[config.mk]
export PLATFORM = sky130hd
export DESIGN_NAME = sac_prep
export DESIGN_NICKNAME = d
export VERILOG_FILES = /design/src/hw/rtl/sac_prep.sv
export SDC_FILE = /design/constraint.sdc
export NUM_CORES = 1
export LEC_CHECK = 0
export BUFFER_PORTS_ARGS = -buffer_cell sky130_fd_sc_hd__buf_4
export CAP_MARGIN = 20
export CORE_MARGIN = 3
export CORE_UTILIZATION = 30
export DETAILED_ROUTE_END_ITERATION = 12
export GPL_ROUTABILITY_DRIVEN = 0
export PLACE_DENSITY = 0.51
export SYNTH_ARGS = -nofsm -noshare
export SYNTH_HDL_FRONTEND = slang
export SYNTH_SLANG_ARGS = --single-unit
[constraint.sdc]
create_clock -name clk -period 8.5 [get_ports clk]
set_input_delay 0.425 -clock clk [delete_from_list [all_inputs] [get_ports clk]]
set_output_delay 0.425 -clock clk [all_outputs]
set_load 0.01 [all_outputs]
[src/hw/rtl/sac_prep.sv]
`default_nettype none
module sac_prep #(
  parameter int COORD_WIDTH = 32
) (
  input  wire logic                          clk,
  input  wire logic                          rst,
  input  wire logic                          en,
  input  wire logic                          in_valid,
  input  wire logic signed [COORD_WIDTH-1:0] mover_center_x,
  input  wire logic signed [COORD_WIDTH-1:0] mover_center_y,
  input  wire logic        [COORD_WIDTH-2:0] mover_half_x,
  input  wire logic        [COORD_WIDTH-2:0] mover_half_y,
  input  wire logic signed [COORD_WIDTH-1:0] target_center_x,
  input  wire logic signed [COORD_WIDTH-1:0] target_center_y,
  input  wire logic        [COORD_WIDTH-2:0] target_half_x,
  input  wire logic        [COORD_WIDTH-2:0] target_half_y,
  input  wire logic signed [COORD_WIDTH-1:0] velocity_x,
  input  wire logic signed [COORD_WIDTH-1:0] velocity_y,
  input  wire logic        [COORD_WIDTH-2:0] time_budget,
  output logic                               out_valid,
  output logic [COORD_WIDTH+1:0]             mag_y,
  output logic [COORD_WIDTH+1:0]             mag_x,
  output logic [COORD_WIDTH-1:0]             den_y,
  output logic [COORD_WIDTH-1:0]             den_x,
  output logic [5*COORD_WIDTH+4:0]           side_y,
  output logic [4*COORD_WIDTH+5:0]           side_x
);

  localparam int CW = COORD_WIDTH;
  localparam int GW = CW + 2;
  localparam int NW = CW + 3;
  localparam int MW = CW + 2;

  // stage a: grown box bounds
  logic                 vld_a;
  logic signed [GW-1:0] min_x, max_x, min_y, max_y;
  logic signed [CW-1:0] ox, oy, vx, vy;
  logic [CW-2:0]        budget;

  logic [CW-1:0] ext_x, ext_y;
  assign ext_x = {1'b0, mover_half_x} + {1'b0, target_half_x};
  assign ext_y = {1'b0, mover_half_y} + {1'b0, target_half_y};

  always_ff @(posedge clk) begin
    if (rst) begin
      vld_a <= 1'b0;
    end else if (en) begin
      vld_a <= in_valid;
    end
    if (en) begin
      min_x  <= GW'(target_center_x) - $signed({2'b00, ext_x});
      max_x  <= GW'(target_center_x) + $signed({2'b00, ext_x});
      min_y  <= GW'(target_center_y) - $signed({2'b00, ext_y});
      max_y  <= GW'(target_center_y) + $signed({2'b00, ext_y});
      ox     <= mover_center_x;
      oy     <= mover_center_y;
      vx     <= velocity_x;
      vy     <= velocity_y;
      budget <= time_budget;
    end
  end

  // stage b: distance to the face the ray heads for, as sign and magnitude
  logic                 sel_y, sel_x;
  logic signed [NW-1:0] num_y, num_x;
  logic [NW-1:0]        abs_y, abs_x;
  logic                 try_y, try_x;

  always_comb begin
    sel_y = vy[CW-1];
    sel_x = vx[CW-1];
    num_y = (sel_y ? NW'(max_y) : NW'(min_y)) - NW'(oy);
    num_x = (sel_x ? NW'(max_x) : NW'(min_x)) - NW'(ox);
    abs_y = num_y[NW-1] ? -num_y : num_y;
    abs_x = num_x[NW-1] ? -num_x : num_x;
    try_y = (vy != '0) && (num_y != '0) && (num_y[NW-1] == vy[CW-1]);
    try_x = (vx != '0) && (num_x != '0) && (num_x[NW-1] == vx[CW-1]);
  end

  always_ff @(posedge clk) begin
    if (rst) begin
      out_valid <= 1'b0;
    end else if (en) begin
      out_valid <= vld_a;
    end
    if (en) begin
      mag_y  <= abs_y[MW-1:0];
      mag_x  <= abs_x[MW-1:0];
      den_y  <= vy[CW-1] ? -vy : vy;
      den_x  <= vx[CW-1] ? -vx : vx;
      side_y <= {budget, try_y, sel_y, ox, vx, min_x, max_x};
      side_x <= {try_x, sel_x, oy, vy, min_y, max_y};
    end
  end

endmodule
`default_nettype wire

==> results of run 1 <==
logic make-up (layout without fill, tap and decap cells):
group / after synthesis / after routing
AOI/OAI and AO/OA: 766 / 766
xor gates and xnor gates: 355 / 355
adders and majority gates: 272 / 272
buffers and inverters: 322 / 1342
DFF: 720 / 720
muxes: 72 / 72
other: 0 / 1
and+or+nand+nor: 645 / 645
cell type report:
type | count | area [µm²]
fillers | 12130 | 75800
flip-flops and latches | 720 | 21600
clock inverters | 49 | 643.1
multi-input cells | 2110 | 15570
clock buffers | 105 | 2181
well taps | 1650 | 2064
inverters | 224 | 840.8
diodes | 1 | 2.502
repair buffers | 964 | 7680
worst max-delay path, delay by kind of cell:
kind	cells	cell delay, ps
compound gates	8	2770
xor+xnor	2	350
fa+ha+maj	3	930
buf+inv	2	140
simple gates	8	1610
Yosys cell counts (19+ instances only):
cell type	n
o31ai_1	43
clkbuf_1	74
a21o_1	85
mux2_2	64
nand2_1	148
inv_1	224
ha_1	264
a31oi_1	36
nand4_1	24
or3_1	39
nand3_1	38
nor2_1	185
nor3_1	44
a21oi_1	228
o21ai_0	146
a211oi_1	19
xor2_1	78
o21bai_1	52
o21a_1	23
nor2b_1	29
nand2b_1	27
edfxtp_1	718
xnor2_1	277
power by group:
| part | leakage (µW) | internal, µW | switching [µW] |
|---|---|---|---|
| logic | 0.0121 | 2260 | 3150 |
| registers | 0.00705 | 4920 | 335 |
| clock network | 0.00136 | 2180 | 1530 |
| total | 0.0205 | 9360 | 5020 |
flip-flops by register name, indices dropped and copies added, names as in the netlist, 31 cells and up:
register  count
max_x        33
ox           32
vx           32
mag_x        34
mag_y        34
max_y        34
budget       31
side_x      130
side_y      163
min_x        34
oy           32
den_x        32
vy           32
min_y        33
den_y        32
through the flow:
step | setup WS [ps] | hold WS (ps)
6_report | 2732 | 95.68
5_1_grt | 2285 | 65.02
4_1_cts | 2771 | 23.80
3_5_place_dp | 1992 | 404.5
3_3_place_gp | 1832 | 400.1
2_1_floorplan | 3087 | 400.3
worst max path at each step:
stage	from	end	slack [ps]	depth (start not counted)
floorplan	mover_half_y[8]	max_y[30]	3090	25
global placement	mover_half_x[1]	min_x[32]	1830	22
detailed placement	mover_half_x[0]	min_x[31]	1990	23
CTS	vx[31]	mag_x[29]	2770	14
global route	mover_half_x[0]	max_x[33]	2290	24
finish	mover_half_x[0]	min_x[31]	2730	23
layer usage:
layer	wire [µm]	track usage (%)	share of wire [%]	vias up
li1	-	-	-	13550
met1	51640	22.42	42	13310
met2	58900	30.16	48	849
met3	8664	4.523	7.0	155
met4	3907	6.000	3.2	2
met5	13	0	0.011	-
cells in the final DEF (no fill, tap or decap), drive strengths merged, types with 23 or more instances in the layout:
| cell type | count |
|---|---|
| buf | 800 |
| edfxtp | 718 |
| xnor2 | 277 |
| ha | 264 |
| inv | 231 |
| a21oi | 230 |
| nor2 | 185 |
| dlygate4sd3 | 162 |
| nand2 | 148 |
| o21ai | 147 |
| clkbuf | 107 |
| a21o | 85 |
| xor2 | 78 |
| mux2 | 64 |
| o21bai | 52 |
| nor3 | 44 |
| o31ai | 43 |
| or3 | 41 |
| nand3 | 38 |
| a31oi | 37 |
| nor2b | 29 |
| nand2b | 27 |
| clkinv | 26 |
| nand4 | 24 |
| o21a | 23 |
==> summary.md, run 1 <==
| Metric | Value |
|---|---|
| Post_cts resized | `0` |
| Total Wirelength | `between 100000 and 150000 µm` |
| Leak | `slightly above 0.02 µW` |
| Post-synthesis adder-cell area fraction | `under 10%` |
| Synth Cell Area | `0.03842 mm²` |
| Post-layout min period | `slightly below 6000 ps` |
| Ys flop type | `edfxtp_1` |
| Initial Util | `between 30 and 40%` |
| Clock Path Buffers | `3` |
| Hold path startpoint | `target_center_y[31]` |
| FMAX | `approximately 170 MHz` |
| Vias in the first global route | `about 27k` |
| Worst hold path type | `in -> reg` |
| CP arrival | `6210 ps` |
| Die height | `roughly 360 µm` |
| Grt total ovfl | `0` |
| Kind of critical path | `in -> reg` |
| Slew @ Worst Pin | `approximately 1100 ps` |
| Finished Cell Area | `a little over 0.05 mm²` |
| Largest net degree at the start of global routing | `163` |
| Share of the clock period used by the worst path after layout | `between 60 and 70%` |
| Simple-Gate Fraction of Synth Area | `8.429%` |
| Reg-to-reg slack, setup | `around 2800 ps` |
| Max Slew Vio Count | `0` |
| Clk_skew | `51.30 ps` |
| Synth area leader | `edfxtp_1` |
| Post-Syn Nets | `~3.8k` |
| VDD IR-drop max | `roughly 0.17 mV` |
| Vias per cell | `between 4 and 5` |
| Worst flop-to-flop path endpoint | `mag_x[29]` |
| Crit path required time | `between 8000 and 9000 ps` |
| Layout Utilization | `about two fifths` |
| Clock-pin transition on the worst setup and hold timing paths | `around 60 ps` |
| Final Hold Fails | `0` |
| Worst setup SP type | `input pin` |
| Synthesis-to-layout area growth | `31.66%` |
| # rows | `130` |
| CTS tree | `done` |
| NumNets Final | `roughly 4.7k` |
| Clock sink count | `just over 700` |
| Share of the synthesized area in the top cell type | `a little under three fifths` |
| Asr flop ratio synth | `0%` |
| Maximum fanout along the worst path | `7` |
| Share of layout cells above drive strength 1 | `24.81%` |
| Initial antenna violation count | `3` |
| Hold-critical path depth | `2` |
| Post-DR wirelength/cell | `21.14 µm` |
| HPWL Detailed | `98040 µm` |
| Drt pass-1 iters | `5` |
| Main combinational cell family by area after synthesis | `compound AO/OA/AOI/OAI gates` |
| First-pass GRT wire length | `between 150000 and 200000 µm` |
| Max-cap violations | `0` |
| Post-Syn Instances | `about 3.2k` |
| CP max-delay cell | `o31ai_1` |
| Largest cells by area after synthesis | `edfxtp_1, ha_1, xnor2_1, a21oi_1, inv_1` |
| Reg-to-Reg Start | `vx[31]` |
| Post-synth EDFFs | `718` |
| Number of hold buffers added after cts | `between 150 and 200` |
| Synth unique cells | `between 90 and 100` |
| I/O Pins | `around 780` |
| Cts bufs inserted | `84` |
| DR DRC count | `0` |
| Setup TNS | `0 ps` |
| FF-to-FF path depth | `14` |
| Synth Area in Compound Gates | `between 10% and 20%` |
| Synthesized flop and latch total | `between 700 and 800` |
| Die Wd | `about 360 µm` |
| Worst hold path endpoint | `max_y[32]` |
| Total chip power | `around 14000 µW` |
| Root Driver | `clkbuf_16` |
| Syn Area/Cell | `between 10 and 15 µm²` |
| Gr usage total | `~18%` |
| Post-CTS setup buffer count | `0` |
| Sequential area share after synthesis | `between 50% and 60%` |
| Dpl cells | `5504` |
| Ys Warns | `0` |
| Status | `complete, no violations` |
| Power Dens Cells | `~280 mW/mm²` |
| Mux contribution to synthesized area | `around 2.1%` |
| IO buf count | `slightly below 800` |
| Finished Layout Cells | `5823` |
| RSZ-0062 raised after global routing | `false` |
| Max incr delay on CP | `roughly 730 ps` |
| First DRT Iteration DRCs | `roughly 1.9k` |
| Placed cell areas | `between 0.04 and 0.05 mm²` |
| Htree depth | `3` |
| Detail Route Antenna Nets | `0` |
| Routed via count | `approximately 28k` |
| Slew headroom | `29.40%` |
| Critical path endpoint category | `register` |
| CORE AREA | `about 0.13 mm²` |
| Setup violations, final | `0` |
| Xor-xnor portion of the synthesized cell area | `under 10%` |
| Critical path, cell by cell | `buf_4 > ha_1 > inv_1 > fa_1 > nor2b_1 > o21ai_0 > a21boi_0 > o21ai_0 > a21oi_1 > a31oi_1 > o31ai_1 > nand3_1 > and2_1 > xnor2_1 > ha_1 > nor2_1 > nand4_1 > or2_2 > or3_1 > a21oi_1 > o311a_1 > nor3_1 > xnor2_1` |
| Die area | `roughly 0.13 mm²` |
| Clk Latency, worst-skew pair | `between 600 and 700 ps` |
No activity file was read; power rests on OpenSTA's default activity.
==> inputs of run 2 (changes only) <==
--- a/config.mk
+++ b/config.mk
@@ -11,7 +11,7 @@
 export CORE_UTILIZATION = 30
 export DETAILED_ROUTE_END_ITERATION = 12
 export GPL_ROUTABILITY_DRIVEN = 0
-export PLACE_DENSITY = 0.51
+export PLACE_DENSITY = 0.53
 export SYNTH_ARGS = -nofsm -noshare
 export SYNTH_HDL_FRONTEND = slang
 export SYNTH_SLANG_ARGS = --single-unit
==> constraint.sdc (replaced) <==
create_clock -name clk -period 4.7 [get_ports clk]
set_input_delay 0.235 -clock clk [delete_from_list [all_inputs] [get_ports clk]]
set_output_delay 0.235 -clock clk [all_outputs]
set_load 0.01 [all_outputs]
==> summary.md, run 2 (same netlist as run 1, synthesis figures left out) <==
| Metric | Value |
|---|---|
| Status | `complete, no violations` |
| Routed via count | `29.31k (+5.2%)` |
| Vias per cell | `4.671 (-2.4%)` |
| Cell repeated most along the worst path | `buf_4` |
| Post-layout min period | `approximately 4600 ps` |
| Clk_skew | `22.67 ps (-28.63 ps)` |
| Leading cell type in the layout, fill and taps excluded | `buf_4` |
| IO buf count | `782 (unchanged)` |
| Clock Path Buffers | `3 (unchanged)` |
| Power Dens Cells | `514.1 mW/mm² (+81%)` |
| Max Slew Vio Count | `0 (unchanged)` |
| Dpl cells | `5935 (+7.8%)` |
| VDD IR-drop max | `0.2600 mV (+55%)` |
| Worst setup SP type | `register` |
| Largest net degree at the start of global routing | `113 (-31%)` |
| CORE AREA | `0.1264 mm² (unchanged)` |
| Finished Layout Cells | `6274 (+7.7%)` |
| FF-to-FF path depth | `19 (+5)` |
| Slew @ Worst Pin | `1009 ps (-49.63 ps)` |
| Htree depth | `3 (unchanged)` |
| HPWL Detailed | `101800 µm (+3.9%)` |
| Maximum fanout along the worst path | `6 (-1)` |
| Die Wd | `363.9 µm (unchanged)` |
| Die area | `0.1324 mm² (unchanged)` |
| Vias in the first global route | `29.34k (+8.3%)` |
| Clock-pin transition on the worst setup and hold timing paths | `60 ps (about the same)` |
| DR DRC count | `0 (unchanged)` |
| Share of layout cells above drive strength 1 | `33.70% (+8.9 points)` |
| Detail Route Antenna Nets | `0 (unchanged)` |
| CTS tree | `done` |
| Worst hold path type | `in -> reg` |
| Hold-critical path depth | `3 (+1)` |
| Filler cell count | `11.87k (-2.1%)` |
| CP arrival | `5070 ps (-1140 ps)` |
| Pre-CTS setup slack | `-866.2 ps (-2858 ps)` |
| Most frequent cells in the layout | `buf_4, edfxtp_1, xnor2_1, ha_1, inv_1` |
| Number of flip-flops in the largest register | `163 (unchanged)` |
| Die height | `363.9 µm (unchanged)` |
| RSZ-0062 raised after global routing | `true` |
| Root Driver | `clkbuf_16` |
| First-pass GRT wire length | `183400 µm (+4.0%)` |
| Initial antenna violation count | `2 (-1)` |
| Final Hold Fails | `0 (unchanged)` |
| Max-cap violations | `0 (unchanged)` |
| Layout Utilization | `43.24% (+3.2 points)` |
| Max incr delay on CP | `590 ps (-140 ps)` |
| Clock sink count | `720 (unchanged)` |
| Critical path endpoint category | `register` |
| Grt total ovfl | `0 (unchanged)` |
| Setup violations, final | `0 (unchanged)` |
| Kind of critical path | `reg -> reg` |
| Worst setup margin | `53.81 ps (-2678 ps)` |
| Drt pass-1 iters | `6 (+1)` |
| Post-DR wirelength/cell | `20.20 µm (-4.5%)` |
| Initial Util | `30.40% (unchanged)` |
| Gr usage total | `18.41% (+0.49 points)` |
| Biggest register | `side_y` |
| First DRT Iteration DRCs | `1940 (+0.31%)` |
| CP max-delay cell | `or4_4` |
| Synthesis-to-layout area growth | `42.26%` |
| Crit path required time | `5120 ps (-3820 ps)` |
| FF+latch area | `0.02160 mm² (unchanged)` |
| Cts bufs inserted | `85 (+1.2%)` |
| NumNets Final | `5177 (+9.5%)` |
| Leak | `0.02284 µW (+11%)` |
| Share of the clock period used by the worst path after layout | `between 90 and 100%` |
| I/O Pins | `783 (unchanged)` |
| Critical path, cell by cell | `buf_6 > clkbuf_16 > mux2_4 > ha_4 > buf_4 > or2_4 > o221ai_4 > a2111oi_4 > buf_4 > or2_4 > a21oi_4 > xnor2_2 > or3_4 > or4_4 > nor4b_4 > buf_4 > a31oi_2 > xnor2_1 > buf_4` |
| FMAX | `between 200 and 250 MHz` |
| Top Registers | `side_y (163), side_x (130)` |
| # rows | `130 (unchanged)` |
| Slew headroom | `32.71% (+3.3 points)` |
| Multi-input gate area | `0.01609 mm² (+3.3%)` |
| Total Wirelength | `126700 µm (+2.9%)` |
| Clk Latency, worst-skew pair | `670 ps (-20 ps)` |
[run 2: path summary, 6_finish.rpt]
kind	startpoint	to	slack, ps
worst max-delay path	vx[31]	mag_x[27]	50
worst min-delay path	target_center_x[3]	max_x[3]	100
worst max register to register	vx[31]	mag_x[27]	50
worst min register to register	budget[6]	side_y[140]	420
[run 2: what timing repair did]
| action | CTS | global route |
|---|---|---|
| cloned | 0 | 1 |
| endpoints found under the hold margin | 173 | 0 |
| pin swaps | 2 | 25 |
| gates resized for setup | 16 | 87 |
| endpoints found under the setup margin | 17 | 45 |
| buffers inserted | 3 | 13 |
| hold buffers | 166 | 0 |
[run 2: cell type report]
type,instances,area share [%]
Sequential cell,720,39.52
Multi-Input combinational cell,2110,29.44
Timing Repair Buffer,1413,20.40
Clock buffer,98,4.020
Tap cell,1650,3.777
Inverter,224,1.538
Clock inverter,58,1.293
Antenna cell,1,0.004579
[run 2: metal layers]
layer | part of all wire, % | wire (µm) | global-route usage (%)
met5 | 0.0087 | 11 | 0
met4 | 3.5 | 4396 | 6.767
met3 | 6.7 | 8447 | 4.194
met2 | 46 | 58930 | 30.30
met1 | 43 | 54950 | 23.65
[run 2: critical path: cells and delay by family (launching register included)]
kind / cells / cell delay, ps
buffers and inverters: 6 / 940
adder cells (fa/ha/maj): 1 / 180
AND/OR/NAND/NOR: 5 / 1660
multiplexers: 1 / 360
AO/OA/AOI/OAI: 4 / 610
XOR/XNOR: 2 / 230
flip-flops: 1 / 400
[run 2: metrics by stage]
stage / cell area [µm²] / total power, µW / TNS [ps] / hold slack, ps
3_3_place_gp: 49440 / 20810 / -14260 / 400.2
2_1_floorplan: 38470 / 15430 / -73.41 / 307.4
5_1_grt: 54650 / 29780 / -325.1 / 79.39
3_5_place_dp: 49440 / 20890 / -17890 / 404.5
6_report: 54650 / 28100 / 0 / 96.32
4_1_cts: 54100 / 28120 / -11.60 / 5.186
[run 2: power breakdown]
part,total [µW],internal [µW],switching (µW),leakage (µW)
registers,9550,8890,654,0.00705
logic,11600,5540,6090,0.0144
clock network,6920,4190,2740,0.00141
total,28100,18600,9480,0.0228
==> inputs of run 3 (changes only) <==
--- a/config.mk
+++ b/config.mk
@@ -7,11 +7,11 @@
 export LEC_CHECK = 0
 export BUFFER_PORTS_ARGS = -buffer_cell sky130_fd_sc_hd__buf_4
 export CAP_MARGIN = 20
-export CORE_MARGIN = 3
+export CORE_MARGIN = 2
 export CORE_UTILIZATION = 30
 export DETAILED_ROUTE_END_ITERATION = 12
 export GPL_ROUTABILITY_DRIVEN = 0
-export PLACE_DENSITY = 0.53
+export PLACE_DENSITY = 0.5
 export SYNTH_ARGS = -nofsm -noshare
 export SYNTH_HDL_FRONTEND = slang
 export SYNTH_SLANG_ARGS = --single-unit
==> summary.md, run 3 (same netlist as run 1, synthesis figures left out) <==
| Metric | Value |
|---|---|
| Share of the clock period used by the worst path after layout | `97.25% (-1.6 points)` |
| Leak | `0.02289 µW (+0.24%)` |
| Root Driver | `clkbuf_16` |
| First-pass GRT wire length | `184700 µm (+0.73%)` |
| Share of layout cells above drive strength 1 | `34.23% (+0.52 points)` |
| Reg-to-reg slack, setup | `130 ps (+80 ps)` |
| Biggest register | `side_y` |
| CORE AREA | `0.1274 mm² (+0.77%)` |
| Grt total ovfl | `0 (unchanged)` |
| Top Registers | `side_y (163), side_x (130)` |
| DR DRC count | `0 (unchanged)` |
| Worst hold path type | `in -> reg` |
| Multi-input gate area | `0.01622 mm² (+0.80%)` |
| Initial Util | `30.17% (-0.23 points)` |
| Vias per cell | `4.685 (+0.30%)` |
| Setup violations, final | `0 (unchanged)` |
| VDD IR-drop max | `0.2791 mV (+7.3%)` |
| Worst setup margin | `129.4 ps (+75.56 ps)` |
| Routed via count | `29.51k (+0.69%)` |
| Reg-to-Reg Start | `vx[31]` |
| Finished Layout Cells | `6298 (+0.38%)` |
| Total chip power | `27770 µW (-1.2%)` |
| Max Slew Vio Count | `0 (unchanged)` |
| Final Hold Fails | `0 (unchanged)` |
| Htree depth | `3 (unchanged)` |
| I/O Pins | `783 (unchanged)` |
| Kind of critical path | `reg -> reg` |
| CTS tree | `done` |
| Pre-CTS setup slack | `-743.3 ps (+122.9 ps)` |
| Die area | `0.1309 mm² (-1.1%)` |
| Worst hold path endpoint | `max_x[3]` |
| Total Wirelength | `127100 µm (+0.26%)` |
| Clk_skew | `30.79 ps (+8.120 ps)` |
| Number of flip-flops in the largest register | `163 (unchanged)` |
| Slew headroom | `44.23% (+12 points)` |
| Cts bufs inserted | `86 (+1.2%)` |
| Largest net degree at the start of global routing | `124 (+9.7%)` |
| Setup TNS | `0 ps (unchanged)` |
| FMAX | `218.8 MHz (+1.7%)` |
| Gr usage total | `18.75% (+0.34 points)` |
| FF+latch area | `0.02160 mm² (unchanged)` |
| Hold_ws | `73.56 ps (-22.76 ps)` |
| Hold-critical path depth | `3 (unchanged)` |
| FF-to-FF path depth | `18 (-1)` |
| Die height | `361.9 µm (-0.55%)` |
| Power Dens Cells | `507.0 mW/mm² (-1.4%)` |
| Max-cap violations | `0 (unchanged)` |
| Clock-pin transition on the worst setup and hold timing paths | `60 ps (about the same)` |
| Most frequent cells in the layout | `buf_4, edfxtp_1, xnor2_1, ha_1, inv_1` |
| Drt pass-1 iters | `5 (-1)` |
| Status | `complete, no violations` |
| Initial antenna violation count | `5 (+3)` |
| CP arrival | `5020 ps (-50 ps)` |
| Critical path endpoint category | `register` |
| Slew @ Worst Pin | `836.5 ps (-172.9 ps)` |
| Leading cell type in the layout, fill and taps excluded | `buf_4` |
| Hold path startpoint | `target_center_x[3]` |
| Worst flop-to-flop path endpoint | `mag_x[28]` |
| # rows | `131 (+0.77%)` |
| Post-layout min period | `4571 ps (-75.56 ps)` |
| Clock sink count | `720 (unchanged)` |
| Filler cell count | `12.08k (+1.8%)` |
| Vias in the first global route | `29.19k (-0.50%)` |
| RSZ-0062 raised after global routing | `true` |
| Detail Route Antenna Nets | `0 (unchanged)` |
| Post-DR wirelength/cell | `20.18 µm (-0.12%)` |
| Beginning of the critical path | `vx[31]` |
| NumNets Final | `5197 (+0.39%)` |
| Worst setup SP type | `register` |
| Dpl cells | `5976 (+0.69%)` |
| HPWL Detailed | `102200 µm (+0.33%)` |
| Clk Latency, worst-skew pair | `700 ps (+30 ps)` |
| Synthesis-to-layout area growth | `42.57%` |
| Clock Path Buffers | `3 (unchanged)` |
| Crit path required time | `5140 ps (+20 ps)` |
| Die Wd | `361.9 µm (-0.55%)` |
| Maximum fanout along the worst path | `8 (+2)` |
| IO buf count | `782 (unchanged)` |
| First DRT Iteration DRCs | `1837 (-5.3%)` |
run 3: cell count changes in the layout (fill, tap and decap cells not counted), sizes merged:
cell and delta:
buf +22, bufinv -10, clkbuf +4, clkinv -5, diode +1, dlygate4sd3 -2
inv +2
run 3: metrics by stage:
step                      util (%)  area, µm²
after CTS                    42.62      54280
after global placement       39.04      49720
after detailed placement     39.04      49720
after floorplan                  -      38470
after global routing         43.01      54770
final                        43.01      54770
run 3: worst max-delay path by stage:
stage | to | slack, ps | cells past startpoint
floorplan | max_y[30] | -70 | 25
global placement | max_x[32] | -740 | 30
detailed placement | max_x[32] | -740 | 30
CTS | mag_x[28] | 8 | 17
global route | max_x[32] | -100 | 29
finish | mag_x[28] | 130 | 18
run 3: layout make-up:
| class | instances | area share [%] |
|---|---|---|
| flip-flops and latches | 720 | 39.44 |
| clock buffers | 103 | 4.046 |
| diodes | 2 | 0.009137 |
| multi-input cells | 2110 | 29.61 |
| clock inverters | 45 | 0.8932 |
| repair buffers | 1432 | 20.67 |
| inverters | 224 | 1.535 |
| well taps | 1662 | 3.797 |
run 3: timing repair:
action | in CTS | in global routing
hold buffers | 164 | 0
hold endpoints to repair | 171 | 0
setup endpoints to repair | 12 | 38
pin swaps | 7 | 33
setup buffers | 2 | 7
gates resized for setup | 31 | 92
run 3: worst max-delay path: stages, from the launching register on:
cell and delay (ps):
edfxtp_1 470, buf_12 200, buf_6 140, mux2_4 330, ha_4 230, buf_4 140, nand2_1 50, o21ai_0 70
or3_4 410, or2_4 280, a21oi_4 180, xnor2_2 90, or3_4 340, or4_4 570, nor4b_4 280, buf_4 180
a21oi_2 60, xor2_1 130, buf_4 140
run 3: routing by layer:
metal	routed length (µm)	GRT usage, %	up-vias
met5	0	0	-
met3	6757	3.661	142
met1	56800	24.75	14060
met4	3860	5.923	0
li1	-	-	14480
met2	59650	30.92	829
run 3: power breakdown:
| group | switching, µW | internal [µW] | total (µW) |
|---|---|---|---|
| logic | 6130 | 5620 | 11800 |
| clock network | 2790 | 3670 | 6460 |
| registers | 664 | 8890 | 9560 |
| total | 9590 | 18200 | 27800 |
